### src/sv/rrbs_pkg.sv
`timescale 1ns / 1ps
package rrbs_pkg;

   localparam int SETS_DEFAULT          = 2048;
   localparam int WAYS_DEFAULT          = 16;
   localparam int WINDOW_DEFAULT        = 8;
   localparam int LEADERS_DEFAULT       = 32;
   localparam int SELECTOR_BITS_DEFAULT = 10;

   localparam int SET_FIELD_W = 16;
   localparam int WAY_FIELD_W = 5;

   localparam logic        OP_VICTIM  = 1'b0;
   localparam logic        OP_UPDATE  = 1'b1;
   localparam logic [1:0]  ACC_LOAD   = 2'd0;
   localparam logic [1:0]  RRPV_TOP   = 2'd3;
   localparam logic [1:0]  RRPV_LONG  = 2'd2;
   localparam logic [15:0] LFSR_SEED  = 16'h0001;
   localparam logic [15:0] LFSR_MASK  = 16'hB400;

   typedef struct packed {
      logic        op;
      logic [10:0] set_index;
      logic [3:0]  way;
      logic [47:0] paddr;
      logic        hit;
      logic [1:0]  access_type;
   } req_type;

   typedef struct packed {
      logic [3:0] victim_way;
      logic       bypass;
   } rsp_type;

   typedef struct packed {
      logic                   op;
      logic [SET_FIELD_W-1:0] set_index;
      logic [WAY_FIELD_W-1:0] way;
      logic [7:0]             blk;
      logic                   hit;
      logic                   demand;
      logic                   srrip_lead;
      logic                   brrip_lead;
   } cmd_type;

endpackage

### src/sv/rrbs_front.sv
`timescale 1ns / 1ps
module rrbs_front #(
   parameter int SETS    = rrbs_pkg::SETS_DEFAULT,
   parameter int WAYS    = rrbs_pkg::WAYS_DEFAULT,
   parameter int LEADERS = rrbs_pkg::LEADERS_DEFAULT
) (
   input  logic              clock,
   input  logic              reset,
   input  logic              req_push,
   output logic              req_full,
   input  rrbs_pkg::req_type req_data,
   output logic              cmd_valid,
   output rrbs_pkg::cmd_type cmd,
   input  logic              cmd_pop
);

   function automatic logic [16:0] set_mod(input logic [10:0] s);
      logic [16:0] r;
      r = {6'd0, s};
      for (int k = 5; k >= 0; k--) begin
         if ((SETS << k) <= 2047 && r >= 17'(SETS << k)) begin
            r = r - 17'(SETS << k);
         end
      end
      return r;
   endfunction

   function automatic logic [5:0] way_mod(input logic [3:0] w);
      logic [5:0] r;
      r = {2'd0, w};
      for (int k = 3; k >= 0; k--) begin
         if ((WAYS << k) <= 15 && r >= 6'(WAYS << k)) begin
            r = r - 6'(WAYS << k);
         end
      end
      return r;
   endfunction

   rrbs_pkg::cmd_type q_ff [2];
   logic              wr_ptr_ff, wr_ptr_in;
   logic              rd_ptr_ff, rd_ptr_in;
   logic [1:0]        count_ff, count_in;
   rrbs_pkg::cmd_type new_cmd;
   logic [16:0]       set_r;
   logic [5:0]        way_r;
   logic              push_ok;

   assign set_r = set_mod(req_data.set_index);
   assign way_r = way_mod(req_data.way);

   always_comb begin
      new_cmd.op         = req_data.op;
      new_cmd.set_index  = set_r[rrbs_pkg::SET_FIELD_W-1:0];
      new_cmd.way        = way_r[rrbs_pkg::WAY_FIELD_W-1:0];
      new_cmd.blk        = req_data.paddr[13:6];
      new_cmd.hit        = req_data.hit;
      new_cmd.demand     = req_data.access_type == rrbs_pkg::ACC_LOAD;
      new_cmd.srrip_lead = {1'b0, set_r} < 18'(LEADERS);
      new_cmd.brrip_lead = ({1'b0, set_r} + 18'(LEADERS)) >= 18'(SETS);
   end

   assign req_full  = count_ff == 2'd2;
   assign push_ok   = req_push && !req_full;
   assign cmd_valid = count_ff != 2'd0;
   assign cmd       = q_ff[rd_ptr_ff];

   always_comb begin
      wr_ptr_in = push_ok ? !wr_ptr_ff : wr_ptr_ff;
      rd_ptr_in = cmd_pop ? !rd_ptr_ff : rd_ptr_ff;
      count_in  = count_ff + 2'(push_ok) - 2'(cmd_pop);
   end

   always_ff @(posedge clock) begin
      if (push_ok) begin
         q_ff[wr_ptr_ff] <= new_cmd;
      end
      if (reset) begin
         wr_ptr_ff <= 1'b0;
         rd_ptr_ff <= 1'b0;
         count_ff  <= 2'd0;
      end else begin
         wr_ptr_ff <= wr_ptr_in;
         rd_ptr_ff <= rd_ptr_in;
         count_ff  <= count_in;
      end
   end

endmodule

### config.mk
export PLATFORM = sky130hd
export DESIGN_NAME = rrbs_front
export DESIGN_NICKNAME = d
export VERILOG_FILES = /design/src/sv/rrbs_pkg.sv /design/src/sv/rrbs_front.sv
export SDC_FILE = /design/constraint.sdc
export NUM_CORES = 1
export LEC_CHECK = 0
export BUFFER_PORTS_ARGS = -buffer_cell sky130_fd_sc_hd__buf_2
export CAP_MARGIN = 30
export CORE_MARGIN = 10
export CORE_UTILIZATION = 30
export CTS_CLUSTER_SIZE = 16
export DETAILED_ROUTE_END_ITERATION = 16
export GPL_TIMING_DRIVEN = 0
export PLACE_DENSITY = 0.6
export REMOVE_ABC_BUFFERS = 1
export SYNTH_ARGS = -nofsm -noshare
export SYNTH_HDL_FRONTEND = slang
export SYNTH_SLANG_ARGS = --single-unit
### constraint.sdc
create_clock -name clock -period 3.8 [get_ports clock]
set_input_delay 0.76 -clock clock [delete_from_list [all_inputs] [get_ports clock]]
set_output_delay 0.76 -clock clock [all_outputs]
set_load 0.02 [all_outputs]
# ---- Yosys cells after proc, flatten, opt, wreduce, memory -nomap -nowiden
# Memories as Yosys holds them, arrays and structs flattened. A register that Yosys moved wholly into a read port is not among the register bits.
# Cells that the tools add are included.
dict set report op_classes {
  add_sub_neg 3
  n_mul 0
  div 0
  n_lt_le_gt_ge 2
  eq_ne 1
  shifts 0
  muxes 4
  n_bitwise 0
  reduce_logical 6
}
# cell count
set ops {}
lappend ops {{11-bit by 6-bit adder with 12-bit output (second input constant)} 1}
lappend ops {{12-bit greater-or-equal comparator (second input constant)} 1}
lappend ops {{11-bit by 6-bit < comparator with 1-bit output (second input constant)} 1}
lappend ops {{1-bit two-way mux} 4}
lappend ops {{1-bit zero test} 3}
lappend ops {{2-bit by 1-bit adder with 2-bit output} 1}
lappend ops {{2-bit equality test (second input constant)} 1}
lappend ops {{2-bit zero test} 1}
lappend ops {{2-bit nonzero test} 1}
lappend ops {{2-bit by 1-bit subtractor with 2-bit output} 1}
lappend ops {{1-bit logical AND} 1}
dict set report word_totals {
  regBits 4
  latchBits 0
  ram_bits 56
  romBits 0
  input_bits 71
  out_inout_bits 36
  wordCells 20
  n_memories 1
}
# memory words word_bits read_ports rd_clocked_by_memory_dff write_ports line
set memory_table {}
lappend memory_table {q_ff 2 28 1 1 1 rrbs_front.sv:39} ;# rrbs_pkg::cmd_type q_ff [2];

# ---- Longest topological paths before layout
# Gate-level depths: netlist of run 1.
dict set report logic_depth {
  ltp_word 5
  mapped_depth 8
  depth_no_buf 8
}

# ---- Least setup slack after synthesis of run 1
# Ideal clock, no wire load.
dict set report synth_timing {
  kind {input to register}
  start {in req_push}
  end {mem q_ff[0][0] (netlist name) (enable)}
  setup_time_ps 383
  arrival_ps 1712
  required_time_ps 3417
  slack_ps 1705
  path_stages 3
  path_buffers 0
  path_cell_list {inv_1 or3_1 inv_1}
}
dict set report synth_via {
  elab_chain_len 3
}
# element line
set synth_rtl {}
lappend synth_rtl {{from (decl)} rrbs_front.sv:9} ;# input logic req_push,
lappend synth_rtl {{1-bit logical AND} rrbs_front.sv:63} ;# assign push_ok = req_push && !req_full;
lappend synth_rtl {{1-bit two-way mux} rrbs_front.sv:74} ;# if (push_ok) begin
lappend synth_rtl {{1-bit two-way mux (not written as such)} rrbs_front.sv:75} ;# q_ff[wr_ptr_ff] <= new_cmd;
lappend synth_rtl {{to (decl)} rrbs_front.sv:39}
# No other way between the ends.

==> results of run 1 <==
[Yosys cell counts, types with 2 or more instances]
cell / count
edfxtp_1: 56
mux2_2: 28
buf_4: 7
dfxtp_1: 5
nor2_1: 5
inv_1: 3
buf_6: 2
ha_1: 2
nand2_1: 2
xnor2_1: 2
[kinds of logic after synthesis]
logic type / after synthesis / share of synthesized area [%]
DFF: 61 / 76.1
xor gates and xnor gates: 3 / 1.12
adders and majority gates: 2 / 1.07
muxes: 28 / 13.5
buffers and inverters: 13 / 3.85
AOI/OAI and AO/OA: 2 / 0.427
other: 1 / 0.160
and+or+nand+nor: 15 / 3.80
[state kept, by name, summed over array words and instances, names as in the netlist, named ones only]
name / flops
q_ff: 56
count_ff: 2
wr_ptr_ff: 1
rd_ptr_ff: 1
[metal layers]
layer | vias to the layer above | wire (um)
met5 | - | 0
met3 | 9 | 283
met4 | 0 | 80
met1 | 600 | 1800
met2 | 40 | 2170
li1 | 593 | -
[per-stage QoR]
step | worst slack, ps | area [um^2]
final | 1160 | 2980
after global routing | 1020 | 2980
after CTS | 1070 | 2980
after detailed placement | 1430 | 2770
after global placement | 1170 | 2710
after floorplan | 1700 | 2280
[cell usage in the layout (no fill, tap or decap), types with 3 or more instances in the layout]
master      synthesis  routed
edfxtp_1           56      56
buf_2               0      60
clkbuf_8            0       9
nor2_1              5       5
mux2_2             28      28
inv_1               3       3
clkinvlp_4          0       3
conb_1              1       6
dfxtp_1             5       5
[worst min-delay path, cell delays in order (launching register included)]
cell	delay, ps
dfxtp_1	310
o21ai_0	70
a21oi_1	60
[worst paths after layout]
path | from | endpoint | slack [ps] | depth (start not counted)
setup reg to reg | count_ff[0] | q_ff[0][9] | 1890 | 5
setup / recovery | flop | cmd[1] | 1160 | 3
hold / removal | wr_ptr_ff | wr_ptr_ff | 480 | 2
hold reg to reg | wr_ptr_ff | wr_ptr_ff | 480 | 2
[power breakdown]
part           switching (uW)  internal (uW)  total [uW]
Clock                     247            368         614
Sequential               28.8            840         869
Combinational             217            149         366
Total                     492           1360        1850
[area by class of cell]
| cell class | count | area share (%) |
|---|---|---|
| clock inverter | 6 | 2.94 |
| tap | 102 | 4.28 |
| multi-input combinational | 56 | 16.4 |
| timing repair buffer | 62 | 11.9 |
| inverter | 4 | 0.503 |
| sequential | 61 | 59.7 |
| clock buffer | 10 | 4.28 |
==> flow_summary.yaml, run 1 <==
outcome:
  outcome: "finished clean"
critical_path:
  path_delay_family: "flip-flops"
  crit_arrival_ps: 1880
  critPathLaunchType: "flop"
  cp.required_ps: 3040
  cp_max_fo: 15
  path_cells: "buf_16, mux2_2, buf_2"
  crit_type: "flop to output pin"
  cp_slowest_stage_delay_ps: 800
  critPathBufInv: 2
  cp-end-kind: "output pin"
  critical_path.slowest_cell: "dfxtp_1"
yosys:
  syn_area_per_cell_um2: 18.7
  ys_ff_latch: 61
  synthDistinctLibCells: 23
  synth.area.top_cells: "edfxtp_1, mux2_2, dfxtp_1, buf_4, ha_1"
  synth-edff-count: 56
  synthCells: 125
  yosys.area.top_type: "edfxtp_1"
  synth_top_area_share_pct: 71.8
  synth_ff_type: "edfxtp_1"
  synth_area_um2: 2340
  postSynth.asyncResetShare_pct: 0
  yosys_warnings: 0
  seq_area_frac_synth_pct: 76.1
power:
  power.density_nw_per_um2: 620
  power_uw: 1850
  vdd_drop_max_mv: 0.335
  leakage_uw: 0.00114
layout:
  areaGrowthSynthToFinish_pct: 27.4
  drive_gt1_share_pct: 55.8
  regArea_um2: 1780
  num_antenna_cells: 0
  multiInputGateArea_um2: 488
  nets: 267
  final_cells: 301
  nFillCells: 722
  finish.utilization_pct: 39.0
global_routing:
  grt_util_met2_pct: 12.4
  grt_util_met3_pct: 3.57
  grt_max_degree: 29
  grt_pass1_wl_um: 6580
  grt_pass1_vias: 1339
  top_usage_layer: "met2"
  grtUsageTotal_pct: 7.54
  use_met1_pct: 7.93
  antenna_found_initial: 0
  grt.overflow.total: 0
routing:
  postRouteAntennaNets: 0
  post_drt_via_cell_ratio: 4.13
  drt-pass1-iter-count: 2
  postRouteWirelength_um: 4330
  vias: 1242
  wl_per_cell_um: 14.4
  drc: 0
  drt_iter0_drc: 30
hold_path:
  hp-class: "flop to flop"
floorplanning:
  initial_utilization_pct: 30.6
  ios: 107
  fp.dieW_um: 108
  rows: 32
  fp.coreArea_um2: 7650
  dieArea_um2: 11700
  dieHeight_um: 108
place:
  port_buffers: 60
  post-place-cells: 285
  dp_hpwl_um: 3100
  gp_congestion: 0.634
clock_network:
  cts_buffers: 9
  cts.sinks: 61
  hold_buffers: 0
  cts_tree: "yes"
  clockBufferDepth: 2
  insertion_delay_ps: 330
  cts_htree_levels: 3
  cts.reportedPaths.clkPinSlew_ps: 60
  postCtsResizedCells: 0
  cts_root_buffer: "clkbuf_8"
  cts_setup_buffers: 0
sta:
  finClkSkew_ps: 8.82
  fin_crit_sh_pct: 69.4
  setup_viol: 0
  tns_ps: 0
  final.min_clock_period_ps: 2640
  slew_headroom_pct: 50.4
  rsz0062_at_grt: "no"
  slew_viol_final: 0
  worstMarginPinSlew_ps: 744
  hold_ws_ps: 483
  max_freq_mhz: 379
  hold_viol: 0
run:
  drv_cap: 0
No activity file was read; power rests on OpenSTA's default activity.
==> run 2: changes to the inputs <==
Settings changed: PLACE_DENSITY 0.6 to 0.62.
Clock period 3.8 ns to 2.2 ns, I/O delays scaled along.
==> run 2 against run 1 <==
Total power up 72%; critical path depth did not move; clock skew shrank 2.2 ps; sequential share of layout area increased by 0.29 points; setup slack got worse by 980 ps; first-iteration DRC count fell by 6.7%; via count up 1.4%; global-route usage grew 0.39 points; final area is 0.42% lower; clock power grew 73%; sequential power is 73% higher; hold slack got worse by 190 ps.
==> flow_summary.yaml, run 2 (synthesized netlist as in run 1, its figures left out) <==
global_routing:
  use_met1_pct: 8.41
  grt_util_met3_pct: 4.46
  antenna_found_initial: 0
  grt_util_met2_pct: 12.8
  grtUsageTotal_pct: 7.93
  grt.overflow.total: 0
  grt_pass1_vias: 1442
  grt_pass1_wl_um: 7050
  grt_max_degree: 29
  top_usage_layer: "met2"
sta:
  setup_viol: 0
  hold_viol: 0
  finClkSkew_ps: 6.59
  hold_ws_ps: 297
  rsz0062_at_grt: "no"
  layout_setup_ws_ps: 180
  worstMarginPinSlew_ps: 760
  max_freq_mhz: 495
  slew_headroom_pct: 49.3
  fin_crit_sh_pct: 91.8
  tns_ps: 0
  final.min_clock_period_ps: 2020
  slew_viol_final: 0
power:
  p_int_uw: 2330
  pwr-share-comb_pct: 19.5
  leakage_uw: 0.00114
  power.share.sequential_pct: 47.1
  vdd_drop_max_mv: 0.640
  swShare_pct: 26.7
  power.density_nw_per_um2: 1070
  switching_power_uw: 849
  power.share.clock_pct: 33.4
layout:
  drive_gt1_share_pct: 56.3
  areaGrowthSynthToFinish_pct: 26.9
  largest_register: "q_ff"
  num_antenna_cells: 0
  largest_reg_flops: 56
  final_cells: 301
  finish.utilization_pct: 38.8
  nFillCells: 709
  final_cell_mix: "buf_2, edfxtp_1, mux2_2"
  nets: 267
  final_common_cell: "buf_2"
  reg_top3: "q_ff x56, count_ff x2"
routing:
  wl_per_cell_um: 14.9
  post_drt_via_cell_ratio: 4.18
  drt-pass1-iter-count: 4
  postRouteWirelength_um: 4480
  drc: 0
  postRouteAntennaNets: 0
  drt_iter0_drc: 28
  vias: 1259
outcome:
  outcome: "finished clean"
critical_path:
  cp.required_ps: 1760
  cp-end-kind: "output pin"
  crit_arrival_ps: 1580
  cp_max_fo: 18
  crit_type: "flop to output pin"
  critPathLaunchType: "flop"
place:
  place_ws_ps: 76.6
  dp_hpwl_um: 3290
  gp_congestion: 0.656
  port_buffers: 60
  post-place-cells: 285
clock_network:
  insertion_delay_ps: 330
  cts_setup_buffers: 0
  cts_root_buffer: "clkbuf_8"
  cts_buffers: 9
  cts.sinks: 61
  clockBufferDepth: 2
  cts.reportedPaths.clkPinSlew_ps: 70
  cts_tree: "yes"
  cts_htree_levels: 3
run:
  drv_cap: 0
floorplanning:
  dieArea_um2: 11700
  rows: 32
  dieHeight_um: 108
  fp.dieW_um: 108
  ios: 107
  fp.coreArea_um2: 7650
  initial_utilization_pct: 30.6
hold_path:
  hp-class: "input port to flop"
-- run 2: cell type report --
class                      count  area, um^2  share of cell area [%]
clock buffer                  10         128                    4.30
timing repair buffer          62         343                    11.5
sequential                    61        1780                    60.0
inverter                       4        15.0                   0.505
multi-input combinational     56         488                    16.4
clock inverter                 6        86.3                    2.91
tap                          102         128                    4.30
-- run 2: worst paths after layout --
check | from | end | slack, ps | depth (start not counted)
min reg2reg | wr_ptr_ff | wr_ptr_ff | 520 | 2
max | flop | cmd[0] | 180 | 3
max reg2reg | count_ff[0] | q_ff[0][18] | 240 | 5
min | req_data[66] | q_ff[0][27] | 300 | 1
-- run 2: routing by layer --
layer,vias up,share of wire [%],wire (um)
met1,616,42,1870
met4,0,0.40,18
met3,2,7.9,355
met2,46,50,2230
li1,595,-,-
met5,-,0,0
-- run 2: metrics by stage --
stage	area [um^2]	power [uW]
4_1_cts	2970	3250
5_1_grt	2970	3350
3_3_place_gp	2710	2120
3_5_place_dp	2760	2170
2_1_floorplan	2280	1920
6_report	2970	3180
-- run 2: power by group through the flow --
stage               clock network [uW]  logic, uW  registers [uW]
CTS                               1100        641            1500
finish                            1060        621            1500
detailed placement                   0        636            1530
global placement                     0        590            1530
floorplan                            0        399            1520
global route                      1160        678            1520
-- run 2: worst max-delay path, stage by stage, from the launching register on --
cell	delay [ps]
dfxtp_2	530
buf_16	200
mux2_2	350
buf_2	170
-- run 2: repair_timing --
action	in CTS	in global routing
setup endpoints to repair	18	0
hold buffers	0	0
resized for setup	1	0
==> run 3: changes to the inputs <==
Settings changed: PLACE_DENSITY 0.62 to default, RECOVER_POWER from default to 25.
==> run 3 against run 2 <==
Global-route usage down 0.39 points; total power up 0.28%; first-iteration DRC count up 7.1%; sequential share of layout area down 0.15 points; via count down 1.4%; critical path depth unchanged; critical endpoint is now cmd[1]; largest power group unchanged.
==> flow_summary.yaml, run 3 (synthesized netlist as in run 1, its figures left out) <==
outcome:
  outcome: "finished clean"
clock_network:
  cts_setup_buffers: 0
  cts_htree_levels: 3
  clockBufferDepth: 2
  cts.sinks: 61
  cts_tree: "yes"
  cts_root_buffer: "clkbuf_8"
  cts_buffers: 9
  hold_buffers: 0
  postCtsResizedCells: 1
  cts.reportedPaths.clkPinSlew_ps: 70
  insertion_delay_ps: 330
hold_path:
  hold_end: "q_ff[0][10]"
  hold_start: "req_data[15]"
  min_path_cells: 1
  hp-class: "input port to flop"
floorplanning:
  fp.coreArea_um2: 7650
  initial_utilization_pct: 30.6
  dieHeight_um: 108
  rows: 32
  fp.dieW_um: 108
  ios: 107
  dieArea_um2: 11700
power:
  power.share.clock_pct: 33.2
  power.share.sequential_pct: 47.0
  vdd_drop_max_mv: 0.578
  power.density_nw_per_um2: 1070
  pwr-share-comb_pct: 19.7
  leakage_uw: 0.00113
  switching_power_uw: 850
  p_int_uw: 2340
  swShare_pct: 26.6
sta:
  slew_viol_final: 0
  rsz0062_at_grt: "no"
  worstMarginPinSlew_ps: 710
  finClkSkew_ps: 8.82
  hold_viol: 0
  slew_headroom_pct: 52.6
  tns_ps: 0
  final.min_clock_period_ps: 2070
  hold_ws_ps: 291
  fin_crit_sh_pct: 93.9
  setup_viol: 0
  max_freq_mhz: 484
critical_path:
  cp.required_ps: 1760
  crit_type: "flop to output pin"
  cp_max_fo: 15
  critPathLaunchType: "flop"
  crit_arrival_ps: 1630
  r2r_start: "count_ff[0]"
  cp_slowest_stage_delay_ps: 580
  r2r_end: "q_ff[0][9]"
  r2r_setup_slack_ps: 290
  cp-end-kind: "output pin"
  path_cells: "buf_16, mux2_2, buf_2"
  critical_path.slowest_cell: "dfxtp_2"
  rr_worst_depth: 5
place:
  gp_congestion: 0.634
  dp_hpwl_um: 3100
  port_buffers: 60
layout:
  largest_register: "q_ff"
  final_cell_mix: "edfxtp_1, buf_2, mux2_2"
  final_common_cell: "edfxtp_1"
  largest_reg_flops: 56
  reg_top3: "q_ff x56, count_ff x2"
  nFillCells: 721
  areaGrowthSynthToFinish_pct: 27.2
  nets: 267
  num_antenna_cells: 0
  drive_gt1_share_pct: 53.8
routing:
  wl_per_cell_um: 14.4
  post_drt_via_cell_ratio: 4.12
  drt-pass1-iter-count: 2
  vias: 1241
  postRouteAntennaNets: 0
  drc: 0
  postRouteWirelength_um: 4330
  drt_iter0_drc: 30
global_routing:
  grtUsageTotal_pct: 7.54
  antenna_found_initial: 0
  grt.overflow.total: 0
  grt_pass1_wl_um: 6580
  grt_max_degree: 29
  grt_pass1_vias: 1339
run:
  drv_cap: 0
## run 3: cell count changes in the layout (fill, tap and decap cells not counted)
cell | previous run | this run
buf_16 | 1 | 2
buf_2 | 60 | 55
buf_8 | 1 | 0
clkbuf_1 | 1 | 6
clkinv_2 | 2 | 1
clkinvlp_4 | 1 | 3
inv_6 | 1 | 0
## run 3: how the worst max path moves through the flow
| stage | start | end | slack (ps) | cells after the start |
|---|---|---|---|---|
| after CTS | flop | cmd[1] | 60 | 3 |
| final | flop | cmd[1] | 130 | 3 |
| after global placement | flop | cmd[1] | -110 | 2 |
| after floorplan | count_ff[0] | q_ff[0][0] | 410 | 4 |
| after global routing | flop | cmd[1] | 30 | 3 |
| after detailed placement | req_push | q_ff[0][9] | 150 | 5 |
## run 3: worst max-delay path, delay by kind of cell, from the launching register on
kind	cells	cell delay, ps
flops	1	580
mux	1	360
buf+inv	2	360
## run 3: per-stage QoR
stage	power (uW)	worst slack (ps)	instances	util (%)	instance area [um^2]
floorplan	1920	406	121	-	2280
global route	3370	26.0	301	38.9	2980
CTS	3250	64.3	301	39.0	2980
global placement	2130	-113	283	35.5	2710
detailed placement	2180	150	285	36.2	2770
finish	3190	134	301	38.9	2980
## run 3: layer usage
layer	wire length [um]	up-vias	share of wire [%]	track usage (%)
li1	-	593	-	-
met1	1800	599	42	7.93
met2	2170	40	50	12.4
met3	283	9	6.5	3.57
met4	80	0	1.8	3.95
met5	0	-	0	0
## run 3: power groups by stage
stage               clock, uW  combinational (uW)  sequential, uW
floorplan                   0                 399            1520
global placement            0                 590            1530
detailed placement          0                 649            1530
CTS                      1100                 651            1500
global route             1160                 689            1520
finish                   1060                 630            1500
## run 3: final cells by class
class                   instances  area (um^2)  area share [%]
flip-flops and latches         61         1780            59.9
multi-input cells              56          488            16.4
repair buffers                 62          349            11.7
clock buffers                  10          128            4.29
well taps                     102          128            4.29
clock inverters                 6         87.6            2.94
inverters                       4         15.0           0.504
